**config.mk**
```make
export PLATFORM = sky130hd
export DESIGN_NAME = heart_rate_window_averager_flat
export DESIGN_NICKNAME = d
export VERILOG_FILES = /design/src/sv/hrwa_pkg.sv /design/src/sv/hrwa_req_if.sv /design/src/sv/hrwa_rsp_if.sv /design/src/sv/hrwa_div.sv /design/src/sv/hrwa_datapath.sv /design/src/sv/hrwa_ctrl.sv /design/src/sv/heart_rate_window_averager.sv /design/src/flat_wrapper.sv
export SDC_FILE = /design/constraint.sdc
export NUM_CORES = 2
export LEC_CHECK = 0
export ABC_AREA = 1
export BUFFER_PORTS_ARGS = -buffer_cell sky130_fd_sc_hd__buf_2
export CAP_MARGIN = 40
export CORE_MARGIN = 4
export CORE_UTILIZATION = 39
export DETAILED_ROUTE_END_ITERATION = 10
export PLACE_DENSITY = 0.65
export SETUP_SLACK_MARGIN = 0.02
export SYNTH_ARGS = -nofsm -noshare
export SYNTH_HDL_FRONTEND = slang
export SYNTH_SLANG_ARGS = --single-unit
```
**constraint.sdc**
```tcl
create_clock -name clock -period 5.24 [get_ports clock]
set_input_delay 0.524 -clock clock [delete_from_list [all_inputs] [get_ports clock]]
set_output_delay 0.524 -clock clock [all_outputs]
set_load 0.05 [all_outputs]
```
**src/sv/hrwa_pkg.sv**
```systemverilog
`default_nettype none

package hrwa_pkg;

   // field widths
   localparam int IR_W       = 18;
   localparam int TIME_W     = 32;
   localparam int RATE_W     = 8;
   localparam int INTERVAL_W = 16;
   localparam int CONTACT_W  = 18;

   // configuration port
   localparam int CSR_IDX_W  = 2;
   localparam int CSR_DATA_W = 18;

   localparam logic [CSR_IDX_W-1:0] CSR_MIN_INTERVAL = 2'd0;
   localparam logic [CSR_IDX_W-1:0] CSR_MIN_RATE     = 2'd1;
   localparam logic [CSR_IDX_W-1:0] CSR_MAX_RATE     = 2'd2;
   localparam logic [CSR_IDX_W-1:0] CSR_CONTACT      = 2'd3;

   // register reset values
   localparam logic [INTERVAL_W-1:0] MIN_INTERVAL_RST = 16'd300;
   localparam logic [RATE_W-1:0]     MIN_RATE_RST     = 8'd30;
   localparam logic [RATE_W-1:0]     MAX_RATE_RST     = 8'd180;
   localparam logic [CONTACT_W-1:0]  CONTACT_RST      = 18'd20000;

   // divider and rate test
   localparam int DIV_W  = 16;
   localparam int DVSR_W = 32;
   localparam int PROD_W = TIME_W + RATE_W;

   localparam logic [DIV_W-1:0] MS_PER_MINUTE = 16'd60000;

   // controller to datapath
   typedef struct packed {
      logic load_in;
      logic calc_delta;
      logic calc_prod;
      logic take_beat;
      logic div_start_bpm;
      logic win_write;
      logic sum_run;
      logic div_start_avg;
      logic set_rate;
      logic commit;
   } dp_cmd_type;

   // datapath to controller
   typedef struct packed {
      logic gap_ok;
      logic rate_ok;
      logic div_done;
      logic sum_done;
   } dp_status_type;

endpackage

`default_nettype wire

```
**src/sv/hrwa_req_if.sv**
```systemverilog
`default_nettype none

interface hrwa_req_if;
   logic                          valid;
   logic                          ready;
   logic [hrwa_pkg::IR_W-1:0]     ir_sample;
   logic                          beat_flag;
   logic [hrwa_pkg::TIME_W-1:0]   time_ms;

   modport source (output valid, output ir_sample, output beat_flag, output time_ms,
                   input ready);
   modport sink   (input valid, input ir_sample, input beat_flag, input time_ms,
                   output ready);
endinterface

`default_nettype wire

```
**src/sv/hrwa_rsp_if.sv**
```systemverilog
`default_nettype none

interface hrwa_rsp_if;
   logic                          valid;
   logic                          ready;
   logic [hrwa_pkg::RATE_W-1:0]   heart_rate;
   logic                          beat_accepted;
   logic                          finger_present;

   modport source (output valid, output heart_rate, output beat_accepted,
                   output finger_present, input ready);
   modport sink   (input valid, input heart_rate, input beat_accepted,
                   input finger_present, output ready);
endinterface

`default_nettype wire

```
**src/sv/hrwa_div.sv**
```systemverilog
`default_nettype none

module hrwa_div (
   input  wire logic                        clock,
   input  wire logic                        reset,
   input  wire logic                        start,
   input  wire logic [hrwa_pkg::DIV_W-1:0]  dividend,
   input  wire logic [hrwa_pkg::DVSR_W-1:0] divisor,
   output logic      [hrwa_pkg::DIV_W-1:0]  quotient,
   output logic                             done
);

   localparam int DIV_W  = hrwa_pkg::DIV_W;
   localparam int DVSR_W = hrwa_pkg::DVSR_W;
   localparam int STEP_W = $clog2(DIV_W);

   logic [DIV_W-1:0]  qd_ff, qd_in;
   logic [DVSR_W-1:0] dvsr_ff;
   logic [DVSR_W-1:0] rem_ff, rem_in;
   logic [STEP_W-1:0] step_ff;
   logic              busy_ff;
   logic              done_ff;

   logic [DVSR_W:0]   rem_shift;
   logic              fits;

   // one restoring step: shift in the next dividend bit, subtract if it fits
   always_comb begin
      rem_shift = {rem_ff, qd_ff[DIV_W-1]};
      fits      = rem_shift >= {1'b0, dvsr_ff};
      if (fits) begin
         rem_in = DVSR_W'(rem_shift - {1'b0, dvsr_ff});
      end else begin
         rem_in = rem_shift[DVSR_W-1:0];
      end
      qd_in = {qd_ff[DIV_W-2:0], fits};
   end

   // control
   always_ff @(posedge clock) begin
      if (reset) begin
         busy_ff <= 1'b0;
         done_ff <= 1'b0;
         step_ff <= '0;
      end else begin
         done_ff <= 1'b0;
         if (start) begin
            busy_ff <= 1'b1;
            step_ff <= '0;
         end else if (busy_ff) begin
            step_ff <= step_ff + 1'b1;
            if (step_ff == STEP_W'(DIV_W - 1)) begin
               busy_ff <= 1'b0;
               done_ff <= 1'b1;
            end
         end
      end
   end

   // operands
   always_ff @(posedge clock) begin
      if (start) begin
         qd_ff   <= dividend;
         dvsr_ff <= divisor;
         rem_ff  <= '0;
      end else if (busy_ff) begin
         qd_ff  <= qd_in;
         rem_ff <= rem_in;
      end
   end

   assign quotient = qd_ff;
   assign done     = done_ff;

endmodule

`default_nettype wire

```
**src/sv/hrwa_datapath.sv**
```systemverilog
`default_nettype none

module hrwa_datapath #(
   parameter int WINDOW_DEPTH = 8
) (
   input  wire logic                            clock,
   input  wire logic                            reset,
   // configuration writes
   input  wire logic                            csr_we,
   input  wire logic [hrwa_pkg::CSR_IDX_W-1:0]  csr_index,
   input  wire logic [hrwa_pkg::CSR_DATA_W-1:0] csr_wdata,
   // input item
   input  wire logic [hrwa_pkg::IR_W-1:0]       ir_sample,
   input  wire logic                            beat_flag,
   input  wire logic [hrwa_pkg::TIME_W-1:0]     time_ms,
   // controller
   input  wire hrwa_pkg::dp_cmd_type            cmd,
   output hrwa_pkg::dp_status_type              status,
   // result item
   output logic      [hrwa_pkg::RATE_W-1:0]     heart_rate,
   output logic                                 beat_accepted,
   output logic                                 finger_present
);

   localparam int RATE_W = hrwa_pkg::RATE_W;
   localparam int TIME_W = hrwa_pkg::TIME_W;
   localparam int PROD_W = hrwa_pkg::PROD_W;
   localparam int DIV_W  = hrwa_pkg::DIV_W;
   localparam int DVSR_W = hrwa_pkg::DVSR_W;
   localparam int SLOT_W = $clog2(WINDOW_DEPTH);
   localparam int CNT_W  = $clog2(WINDOW_DEPTH + 1);
   localparam int SUM_W  = $clog2(WINDOW_DEPTH * 255 + 1);

   // configuration registers
   logic [hrwa_pkg::INTERVAL_W-1:0] min_int_ff;
   logic [RATE_W-1:0]               min_rate_ff;
   logic [RATE_W-1:0]               max_rate_ff;
   logic [hrwa_pkg::CONTACT_W-1:0]  contact_ff;

   // captured item
   logic [hrwa_pkg::IR_W-1:0] ir_ff;
   logic                      beat_ff;
   logic [TIME_W-1:0]         now_ff;

   // interval and rate test
   logic [TIME_W-1:0] last_beat_ff;
   logic [TIME_W-1:0] delta_ff;
   logic              finger_ff;
   logic              gap_ok_ff;
   logic [PROD_W-1:0] lo_prod_ff;
   logic [PROD_W-1:0] hi_prod_ff;

   // window state
   logic [RATE_W-1:0] window_mem [WINDOW_DEPTH];
   logic [SLOT_W-1:0] slot_ff;
   logic [CNT_W-1:0]  cnt_ff;
   logic [RATE_W-1:0] rate_ff;
   logic              accepted_ff;

   // summing pass
   logic [CNT_W-1:0]  ptr_ff;
   logic [RATE_W-1:0] rd_data_ff;
   logic              rd_vld_ff;
   logic [SUM_W-1:0]  sum_ff;

   // result registers
   logic [RATE_W-1:0] out_rate_ff;
   logic              out_accepted_ff;
   logic              out_finger_ff;

   // shared divider
   logic              div_start;
   logic [DIV_W-1:0]  div_dividend;
   logic [DVSR_W-1:0] div_divisor;
   logic [DIV_W-1:0]  div_quotient;
   logic              div_done;

   logic [SLOT_W-1:0] slot_in;
   logic [CNT_W-1:0]  cnt_in;

   // configuration writes
   always_ff @(posedge clock) begin
      if (reset) begin
         min_int_ff  <= hrwa_pkg::MIN_INTERVAL_RST;
         min_rate_ff <= hrwa_pkg::MIN_RATE_RST;
         max_rate_ff <= hrwa_pkg::MAX_RATE_RST;
         contact_ff  <= hrwa_pkg::CONTACT_RST;
      end else if (csr_we) begin
         case (csr_index)
            hrwa_pkg::CSR_MIN_INTERVAL: min_int_ff  <= csr_wdata[hrwa_pkg::INTERVAL_W-1:0];
            hrwa_pkg::CSR_MIN_RATE:     min_rate_ff <= csr_wdata[RATE_W-1:0];
            hrwa_pkg::CSR_MAX_RATE:     max_rate_ff <= csr_wdata[RATE_W-1:0];
            hrwa_pkg::CSR_CONTACT:      contact_ff  <= csr_wdata[hrwa_pkg::CONTACT_W-1:0];
            default: begin
            end
         endcase
      end
   end

   // item capture, interval and the two rate-limit products
   always_ff @(posedge clock) begin
      if (cmd.load_in) begin
         ir_ff   <= ir_sample;
         beat_ff <= beat_flag;
         now_ff  <= time_ms;
      end
      if (cmd.calc_delta) begin
         delta_ff  <= now_ff - last_beat_ff;
         finger_ff <= ir_ff > contact_ff;
      end
      if (cmd.calc_prod) begin
         gap_ok_ff  <= beat_ff && (delta_ff >= TIME_W'(min_int_ff));
         lo_prod_ff <= PROD_W'(min_rate_ff) * PROD_W'(delta_ff);
         hi_prod_ff <= PROD_W'(max_rate_ff) * PROD_W'(delta_ff);
      end
   end

   assign status.gap_ok  = gap_ok_ff;
   assign status.rate_ok = (lo_prod_ff <= PROD_W'(hrwa_pkg::MS_PER_MINUTE)) &&
                           (hi_prod_ff >= PROD_W'(hrwa_pkg::MS_PER_MINUTE));

   // divider operand selection: 60000 / interval, then sum / count
   assign div_start    = cmd.div_start_bpm || cmd.div_start_avg;
   assign div_dividend = cmd.div_start_avg ? DIV_W'(sum_ff) : hrwa_pkg::MS_PER_MINUTE;
   assign div_divisor  = cmd.div_start_avg ? DVSR_W'(cnt_ff) : delta_ff;

   hrwa_div u_div (
      .clock    (clock),
      .reset    (reset),
      .start    (div_start),
      .dividend (div_dividend),
      .divisor  (div_divisor),
      .quotient (div_quotient),
      .done     (div_done)
   );

   assign status.div_done = div_done;

   // ring pointer wrap and saturating count
   always_comb begin
      if (slot_ff == SLOT_W'(WINDOW_DEPTH - 1)) begin
         slot_in = '0;
      end else begin
         slot_in = slot_ff + 1'b1;
      end
      if (cnt_ff == CNT_W'(WINDOW_DEPTH)) begin
         cnt_in = cnt_ff;
      end else begin
         cnt_in = cnt_ff + 1'b1;
      end
   end

   // window and rate state
   always_ff @(posedge clock) begin
      if (reset) begin
         last_beat_ff <= '0;
         slot_ff      <= '0;
         cnt_ff       <= '0;
         rate_ff      <= '0;
      end else begin
         if (cmd.take_beat) begin
            last_beat_ff <= now_ff;
         end
         if (cmd.win_write) begin
            slot_ff <= slot_in;
            cnt_ff  <= cnt_in;
         end
         if (cmd.set_rate) begin
            rate_ff <= div_quotient[RATE_W-1:0];
         end
         if (cmd.commit && !finger_ff) begin
            slot_ff <= '0;
            cnt_ff  <= '0;
            rate_ff <= '0;
         end
      end
   end

   // window memory, one write and one registered read
   always_ff @(posedge clock) begin
      if (cmd.win_write) begin
         window_mem[slot_ff] <= div_quotient[RATE_W-1:0];
      end
      if (cmd.sum_run && (ptr_ff != cnt_ff)) begin
         rd_data_ff <= window_mem[ptr_ff[SLOT_W-1:0]];
      end
   end

   // summing pass over the valid slots
   always_ff @(posedge clock) begin
      if (reset) begin
         rd_vld_ff <= 1'b0;
         ptr_ff    <= '0;
      end else if (cmd.win_write) begin
         rd_vld_ff <= 1'b0;
         ptr_ff    <= '0;
      end else if (cmd.sum_run) begin
         rd_vld_ff <= ptr_ff != cnt_ff;
         if (ptr_ff != cnt_ff) begin
            ptr_ff <= ptr_ff + 1'b1;
         end
      end
   end

   always_ff @(posedge clock) begin
      if (cmd.win_write) begin
         sum_ff <= '0;
      end else if (cmd.sum_run && rd_vld_ff) begin
         sum_ff <= sum_ff + SUM_W'(rd_data_ff);
      end
   end

   assign status.sum_done = (ptr_ff == cnt_ff) && !rd_vld_ff;

   // beat accepted flag for this item
   always_ff @(posedge clock) begin
      if (cmd.load_in) begin
         accepted_ff <= 1'b0;
      end else if (cmd.win_write) begin
         accepted_ff <= 1'b1;
      end
   end

   // result registers
   always_ff @(posedge clock) begin
      if (cmd.commit) begin
         out_rate_ff     <= finger_ff ? rate_ff : '0;
         out_accepted_ff <= accepted_ff;
         out_finger_ff   <= finger_ff;
      end
   end

   assign heart_rate     = out_rate_ff;
   assign beat_accepted  = out_accepted_ff;
   assign finger_present = out_finger_ff;

endmodule

`default_nettype wire

```
**src/sv/hrwa_ctrl.sv**
```systemverilog
`default_nettype none

module hrwa_ctrl (
   input  wire logic                    clock,
   input  wire logic                    reset,
   input  wire logic                    req_valid,
   output logic                         req_ready,
   output logic                         rsp_valid,
   input  wire logic                    rsp_ready,
   input  wire hrwa_pkg::dp_status_type status,
   output hrwa_pkg::dp_cmd_type         cmd
);

   localparam logic [2:0] ST_IDLE    = 3'd0;
   localparam logic [2:0] ST_DELTA   = 3'd1;
   localparam logic [2:0] ST_MUL     = 3'd2;
   localparam logic [2:0] ST_TEST    = 3'd3;
   localparam logic [2:0] ST_DIV_BPM = 3'd4;
   localparam logic [2:0] ST_SUM     = 3'd5;
   localparam logic [2:0] ST_DIV_AVG = 3'd6;
   localparam logic [2:0] ST_FINISH  = 3'd7;

   logic [2:0] state_ff, state_in;
   logic       rsp_valid_ff, rsp_valid_in;
   logic       out_free;

   // sequencing of one item
   always_comb begin
      cmd          = '0;
      state_in     = state_ff;
      out_free     = !rsp_valid_ff || rsp_ready;
      rsp_valid_in = rsp_valid_ff && !rsp_ready;
      case (state_ff)
         ST_IDLE: begin
            if (req_valid) begin
               cmd.load_in = 1'b1;
               state_in    = ST_DELTA;
            end
         end
         ST_DELTA: begin
            cmd.calc_delta = 1'b1;
            state_in       = ST_MUL;
         end
         ST_MUL: begin
            cmd.calc_prod = 1'b1;
            state_in      = ST_TEST;
         end
         ST_TEST: begin
            state_in = ST_FINISH;
            if (status.gap_ok) begin
               cmd.take_beat = 1'b1;
               if (status.rate_ok) begin
                  cmd.div_start_bpm = 1'b1;
                  state_in          = ST_DIV_BPM;
               end
            end
         end
         ST_DIV_BPM: begin
            if (status.div_done) begin
               cmd.win_write = 1'b1;
               state_in      = ST_SUM;
            end
         end
         ST_SUM: begin
            if (status.sum_done) begin
               cmd.div_start_avg = 1'b1;
               state_in          = ST_DIV_AVG;
            end else begin
               cmd.sum_run = 1'b1;
            end
         end
         ST_DIV_AVG: begin
            if (status.div_done) begin
               cmd.set_rate = 1'b1;
               state_in     = ST_FINISH;
            end
         end
         ST_FINISH: begin
            // wait for the result register to free up
            if (out_free) begin
               cmd.commit   = 1'b1;
               rsp_valid_in = 1'b1;
               state_in     = ST_IDLE;
            end
         end
         default: begin
            state_in = ST_IDLE;
         end
      endcase
   end

   always_ff @(posedge clock) begin
      if (reset) begin
         state_ff     <= ST_IDLE;
         rsp_valid_ff <= 1'b0;
      end else begin
         state_ff     <= state_in;
         rsp_valid_ff <= rsp_valid_in;
      end
   end

   assign req_ready = state_ff == ST_IDLE;
   assign rsp_valid = rsp_valid_ff;

endmodule

`default_nettype wire

```
**src/sv/heart_rate_window_averager.sv**
```systemverilog
// Heart-rate window averager.
// req_chan carries one IR sample per item with the beat flag of an external
// detector and a millisecond timestamp; rsp_chan returns exactly one item per
// sample: the averaged rate, whether this beat entered the window, and the
// finger-contact flag. Both channels move an item when valid and ready are
// high at a rising clock edge. The csr_ port writes the four limit registers
// by index; write only while the block is idle.
// One item is in work at a time. A sample without an accepted beat steps
// through the delta, multiply and test states to the finish state, which
// commits its result; the block is ready for the next item as that result
// becomes valid. An accepted beat runs two passes of the shared 16-step
// restoring divider (60000 / interval, then sum / count) around a summing
// pass over the window memory, one slot per cycle, before the finish state.
// The window memory has one write port and one registered read port.
// A new item is taken while the last result still waits in the output
// register; if the receiver stalls, the next result is held back until the
// register frees. Synchronous reset clears the rate, the window count, the
// ring pointer and the last beat time and restores the register defaults.
`default_nettype none

module heart_rate_window_averager #(
   parameter int WINDOW_DEPTH = 8
) (
   input  wire logic                            clock,
   input  wire logic                            reset,
   hrwa_req_if.sink                             req_chan,
   hrwa_rsp_if.source                           rsp_chan,
   input  wire logic                            csr_we,
   input  wire logic [hrwa_pkg::CSR_IDX_W-1:0]  csr_index,
   input  wire logic [hrwa_pkg::CSR_DATA_W-1:0] csr_wdata
);

   hrwa_pkg::dp_cmd_type    cmd;
   hrwa_pkg::dp_status_type status;

   logic                        req_ready;
   logic                        rsp_valid;
   logic [hrwa_pkg::RATE_W-1:0] heart_rate;
   logic                        beat_accepted;
   logic                        finger_present;

   // sequencer
   hrwa_ctrl u_ctrl (
      .clock     (clock),
      .reset     (reset),
      .req_valid (req_chan.valid),
      .req_ready (req_ready),
      .rsp_valid (rsp_valid),
      .rsp_ready (rsp_chan.ready),
      .status    (status),
      .cmd       (cmd)
   );

   // arithmetic, window and registers
   hrwa_datapath #(
      .WINDOW_DEPTH (WINDOW_DEPTH)
   ) u_datapath (
      .clock          (clock),
      .reset          (reset),
      .csr_we         (csr_we),
      .csr_index      (csr_index),
      .csr_wdata      (csr_wdata),
      .ir_sample      (req_chan.ir_sample),
      .beat_flag      (req_chan.beat_flag),
      .time_ms        (req_chan.time_ms),
      .cmd            (cmd),
      .status         (status),
      .heart_rate     (heart_rate),
      .beat_accepted  (beat_accepted),
      .finger_present (finger_present)
   );

   assign req_chan.ready          = req_ready;
   assign rsp_chan.valid          = rsp_valid;
   assign rsp_chan.heart_rate     = heart_rate;
   assign rsp_chan.beat_accepted  = beat_accepted;
   assign rsp_chan.finger_present = finger_present;

endmodule

`default_nettype wire

```
**src/flat_wrapper.sv**
```systemverilog
// flat-port wrapper written by rule: the top's interface ports become plain ports
module heart_rate_window_averager_flat 
#(
   parameter int WINDOW_DEPTH = 8
)
  (clock, reset, csr_we, csr_index, csr_wdata, req_chan_valid, req_chan_ir_sample, req_chan_beat_flag, req_chan_time_ms, req_chan_ready, rsp_chan_valid, rsp_chan_heart_rate, rsp_chan_beat_accepted, rsp_chan_finger_present, rsp_chan_ready);
  hrwa_req_if req_chan_i ();
  hrwa_rsp_if rsp_chan_i ();
  input  wire logic clock;
  input  wire logic reset;
  input  wire logic csr_we;
  input  wire logic [hrwa_pkg::CSR_IDX_W-1:0] csr_index;
  input  wire logic [hrwa_pkg::CSR_DATA_W-1:0] csr_wdata;
  input wire logic [$bits(req_chan_i.valid)-1:0] req_chan_valid;
  input wire logic [$bits(req_chan_i.ir_sample)-1:0] req_chan_ir_sample;
  input wire logic [$bits(req_chan_i.beat_flag)-1:0] req_chan_beat_flag;
  input wire logic [$bits(req_chan_i.time_ms)-1:0] req_chan_time_ms;
  output wire logic [$bits(req_chan_i.ready)-1:0] req_chan_ready;
  output wire logic [$bits(rsp_chan_i.valid)-1:0] rsp_chan_valid;
  output wire logic [$bits(rsp_chan_i.heart_rate)-1:0] rsp_chan_heart_rate;
  output wire logic [$bits(rsp_chan_i.beat_accepted)-1:0] rsp_chan_beat_accepted;
  output wire logic [$bits(rsp_chan_i.finger_present)-1:0] rsp_chan_finger_present;
  input wire logic [$bits(rsp_chan_i.ready)-1:0] rsp_chan_ready;
  assign req_chan_i.valid = req_chan_valid;
  assign req_chan_i.ir_sample = req_chan_ir_sample;
  assign req_chan_i.beat_flag = req_chan_beat_flag;
  assign req_chan_i.time_ms = req_chan_time_ms;
  assign req_chan_ready = req_chan_i.ready;
  assign rsp_chan_valid = rsp_chan_i.valid;
  assign rsp_chan_heart_rate = rsp_chan_i.heart_rate;
  assign rsp_chan_beat_accepted = rsp_chan_i.beat_accepted;
  assign rsp_chan_finger_present = rsp_chan_i.finger_present;
  assign rsp_chan_i.ready = rsp_chan_ready;
  heart_rate_window_averager #(.WINDOW_DEPTH(WINDOW_DEPTH)) u_core (.clock(clock), .reset(reset), .req_chan(req_chan_i), .rsp_chan(rsp_chan_i), .csr_we(csr_we), .csr_index(csr_index), .csr_wdata(csr_wdata));
endmodule
```
==> results.md <==
- Async SR Flop Fraction: 0
- Number of detailed-routing iterations run before antenna repair: 6
- Core Area: 100100 sq um
- Ys flop type: edfxtp_1
- Mapped Cells: 5043
- Dpl hpwl: about 82000 um
- Area occupied by registers: ~12000 sq um
- Post-route setup TNS: 0 ps
- #FFs+latches synth: 446
- Worst-Skew Late Latency: 640 ps
- Drt wl/cell: 16.13 um
- CP bufs+invs: 3
- Clock-pin slew on the worst setup and hold paths: 70 ps
- First-pass GRT wire length: 170800 um
- Root Buffer: clkbuf_16
- Sequential area share after synthesis: 0.3001
- GPL Wtd Cong: 0.9470
- Post-synthesis mux area share: 0
- Multi-input logic area: 22270 sq um
- Library cells used by synthesis: 58
- Starting Density: 0.3937
- GRT busiest layer: met2
- Critical-path cell list: nand2_1 -> inv_1 -> fa_1 -> fa_1 -> fa_1 -> inv_1 -> fa_1 -> inv_1 -> ha_1 -> a21oi_1 -> o21ai_1 -> nor2_1 -> o21ai_2 -> and2_1 -> o21ai_1 -> nand2_1 -> nand2_1 -> nand2_1
- CTS tree: yes
- Clock buffer count from CTS: 50
- Drt via density: between 4 and 5
- Met3 Usage GRT: 0.03030
- Met1 usage: 0.2709
- CP Launch Type: register
- GRT Total Usage: 0.1982
- Boundary Pins: 88
- Die Wd: 326.0 um
- Post-Synth Adder-Cell Area: 0.2576
- Initial antenna violation count: 3
- Via Count: 31600
- Synth Area in XOR/XNOR: 0.02510
- Chip height: between 300 and 400 um
- Worst hold stages: 1
- Vias in the first global route: 31810
- Final ANT Viol Nets: 0
- Final net count: 5798
- Total die area: 106300 sq um
- Mean post-synth cell area: about 7.8 sq um
- Slew @ Worst Pin: 878.5 ps
- Post-Route WL: between 100000 and 150000 um
- Reg2Reg Depth: 18
- Worst slew margin: 0.4122
- Final Setup Violations: 0
- CTS H-tree lvls: 2
- Num rows: 116
- Largest net degree at the start of global routing: 63
- CP max stage cell: edfxtp_1
- Top cell family by delay on the critical path: adder cells
- Fin crit share: 0.9564
- Main combinational cell family by area after synthesis: adder cells
- Crit Path Class: reg2reg
- DRC: 0
- Critical path depth in cells: 18
- Clock skew: 42.18 ps
- Mapped cell area: 39430 sq um
- Post-Synth Simple-Gate Area: 0.1967
- Worst hold path class: in2reg
- GR Layer Usage met2: 0.3244
- Final hold vios: 0
- Period minus WS final: 5011 ps
- Clock Sinks: 446
- Status: finished clean
- CP max stage delay: 660 ps
- Syn Nets: approximately 5700
- Ys Warns: 0
- Max-Cap Viols: 0
- Gr ovfl total: 0
- RSZ-0062 raised after global routing: no
- Share of cells above drive strength 1: 0.07002
- Final slew viol count: 0
- Critical Path AT: 5380 ps
- Fmax: 0.1995 GHz
- Synth-to-Final Area Change: 11.32%
- Filler cells: between 9000 and 10000
- DRT iter0 DRCs: ~2300
- Worst EP required: 5610 ps
- Maximum root-to-sink buffer count: 3
- EDFF count, synth: 290
- CP Max Fanout: 13
- Post-synthesis compound-gate area fraction: 0.08441
- PortBufs: 87
- N_diodes: 0
- CP endpoint kind: register
## cells by family after synthesis
logic type	after synthesis
compound gates	608
xor+xnor	113
fa+ha+maj	594
buf+inv	1409
flops	446
simple gates	1873
## cells in the mapped netlist, types with 2 or more instances
library cell  count  share of area
xnor2_1          34         0.0076
o21ai_2           5         0.0011
ha_1            231          0.073
inv_1          1211           0.12
edfxtp_1        290           0.22
o21bai_1          9         0.0017
nor2_2           10         0.0016
nand3_2           3        0.00076
buf_1            14         0.0013
xor2_1           79          0.018
nor3b_1           3        0.00057
nor3_2            3        0.00076
a31oi_1          18         0.0029
or2_2             2        0.00032
and3_1            2        0.00032
dfxtp_1         156          0.079
a211oi_1          6         0.0011
fa_1            363           0.18
nor3_1           47         0.0060
nand2_8           2         0.0010
o22ai_1           9         0.0014
o21ai_0         201          0.026
buf_2            12         0.0015
buf_6             6         0.0017
nor2_1          331          0.032
o211ai_1         14         0.0027
nand3b_1         37         0.0070
nand2_2           9         0.0014
buf_4             4        0.00076
inv_2             6        0.00057
o21a_1           14         0.0027
nand4_1          34         0.0054
o221ai_1          4        0.00089
nor4_1            7         0.0011
a21boi_0         10         0.0019
nor2_4            5         0.0014
and2_1            5        0.00079
a21oi_1         270          0.034
a21o_1           16         0.0030
nand2_1        1201           0.11
nand3_1         168          0.021
o21ai_1          23         0.0029
clkbuf_1        154          0.015
## metrics by stage
| step | area (sq um) | setup WS, ps | cells | hold WS, ps | utilization |
|---|---|---|---|---|---|
| floorplan | 39430 | 521.7 | 5043 | 409.3 | - |
| global placement | 41830 | 123.5 | 6348 | 425.9 | 0.4176 |
| detailed placement | 41910 | 122.5 | 6352 | 428.3 | 0.4185 |
| CTS | 43630 | 100.1 | 6446 | 13.79 | 0.4357 |
| global route | 43900 | 23.91 | 6468 | 26.77 | 0.4383 |
| finish | 43900 | 228.6 | 6468 | 62.87 | 0.4383 |
## cell usage in the layout (no fill, tap or decap), types with 6 or more instances in the layout
master / n
nor4_1: 7
a21oi_1: 270
clkbuf_1: 9
buf_12: 29
clkinv_2: 7
o21ai_1: 23
nand2_1: 1201
a31oi_1: 17
nand3_1: 168
o21ai_0: 200
o211ai_1: 14
a21o_1: 16
o21bai_1: 9
edfxtp_1: 290
o22ai_1: 9
inv_1: 1210
nand4_1: 34
a211oi_1: 6
clkbuf_16: 51
clkinv_1: 9
inv_2: 7
nor3_1: 46
xor2_1: 79
nor2_4: 8
buf_4: 105
nor2_1: 327
fa_1: 363
o21ai_2: 6
xnor2_1: 34
ha_1: 231
buf_2: 87
nand2_2: 9
dfxtp_1: 153
nand3b_1: 37
o21a_1: 14
a21boi_0: 10
nor2_2: 11
## flip-flops by register name (all words and copies together), names as in the netlist, 32 cells and up
name                             cells
u_core.u_datapath.window_mem        64
u_core.u_datapath.lo_prod_ff        40
u_core.u_datapath.hi_prod_ff        35
u_core.u_datapath.delta_ff          32
u_core.u_datapath.last_beat_ff      32
u_core.u_datapath.now_ff            32
u_core.u_datapath.u_div.dvsr_ff     32
u_core.u_datapath.u_div.rem_ff      32
## worst reg2reg max path, stage by stage (launching register included)
cell	delay, ps
edfxtp_1	660
nand2_1	130
inv_1	90
fa_1	470
fa_1	540
fa_1	550
inv_1	50
fa_1	550
inv_1	70
ha_1	350
a21oi_1	230
o21ai_1	120
nor2_1	270
o21ai_2	150
and2_1	190
o21ai_1	160
nand2_1	70
nand2_1	60
nand2_1	60
## what timing repair did
action,in CTS,in global routing
setup buffers,0,21
resized for setup,0,8
endpoints found under the setup margin,0,23
hold buffers,0,0
## final timing paths
path | start | end | slack, ps
worst min register to register | u_core.u_datapath.accepted_ff | u_core.u_datapath.beat_accepted | 450
worst max register to register | u_core.u_datapath.delta_ff[3] | u_core.u_datapath.lo_prod_ff[31] | 230
worst min-delay path | req_chan_ir_sample[4] | u_core.u_datapath.ir_ff[4] | 60
worst max-delay path | u_core.u_datapath.delta_ff[3] | u_core.u_datapath.lo_prod_ff[31] | 230
## per-layer routing
layer  vias up  part of all wire
met2       763              0.46
met5         -          0.000077
met1     15090              0.45
met3       154             0.055
li1      15590                 -
met4         2             0.031
## area by class of cell
type                       instances  share of cell area
sequential                       446              0.2696
timing repair buffer             223             0.04236
clock buffer                      63             0.03078
tap                             1298             0.03700
multi-input combinational       3188              0.5074
clock inverter                    31            0.008551
inverter                        1219              0.1043
Power is left out: the tool's default activity adds up to more than one toggle a clock period on the data nets, which glitch-free logic cannot reach.
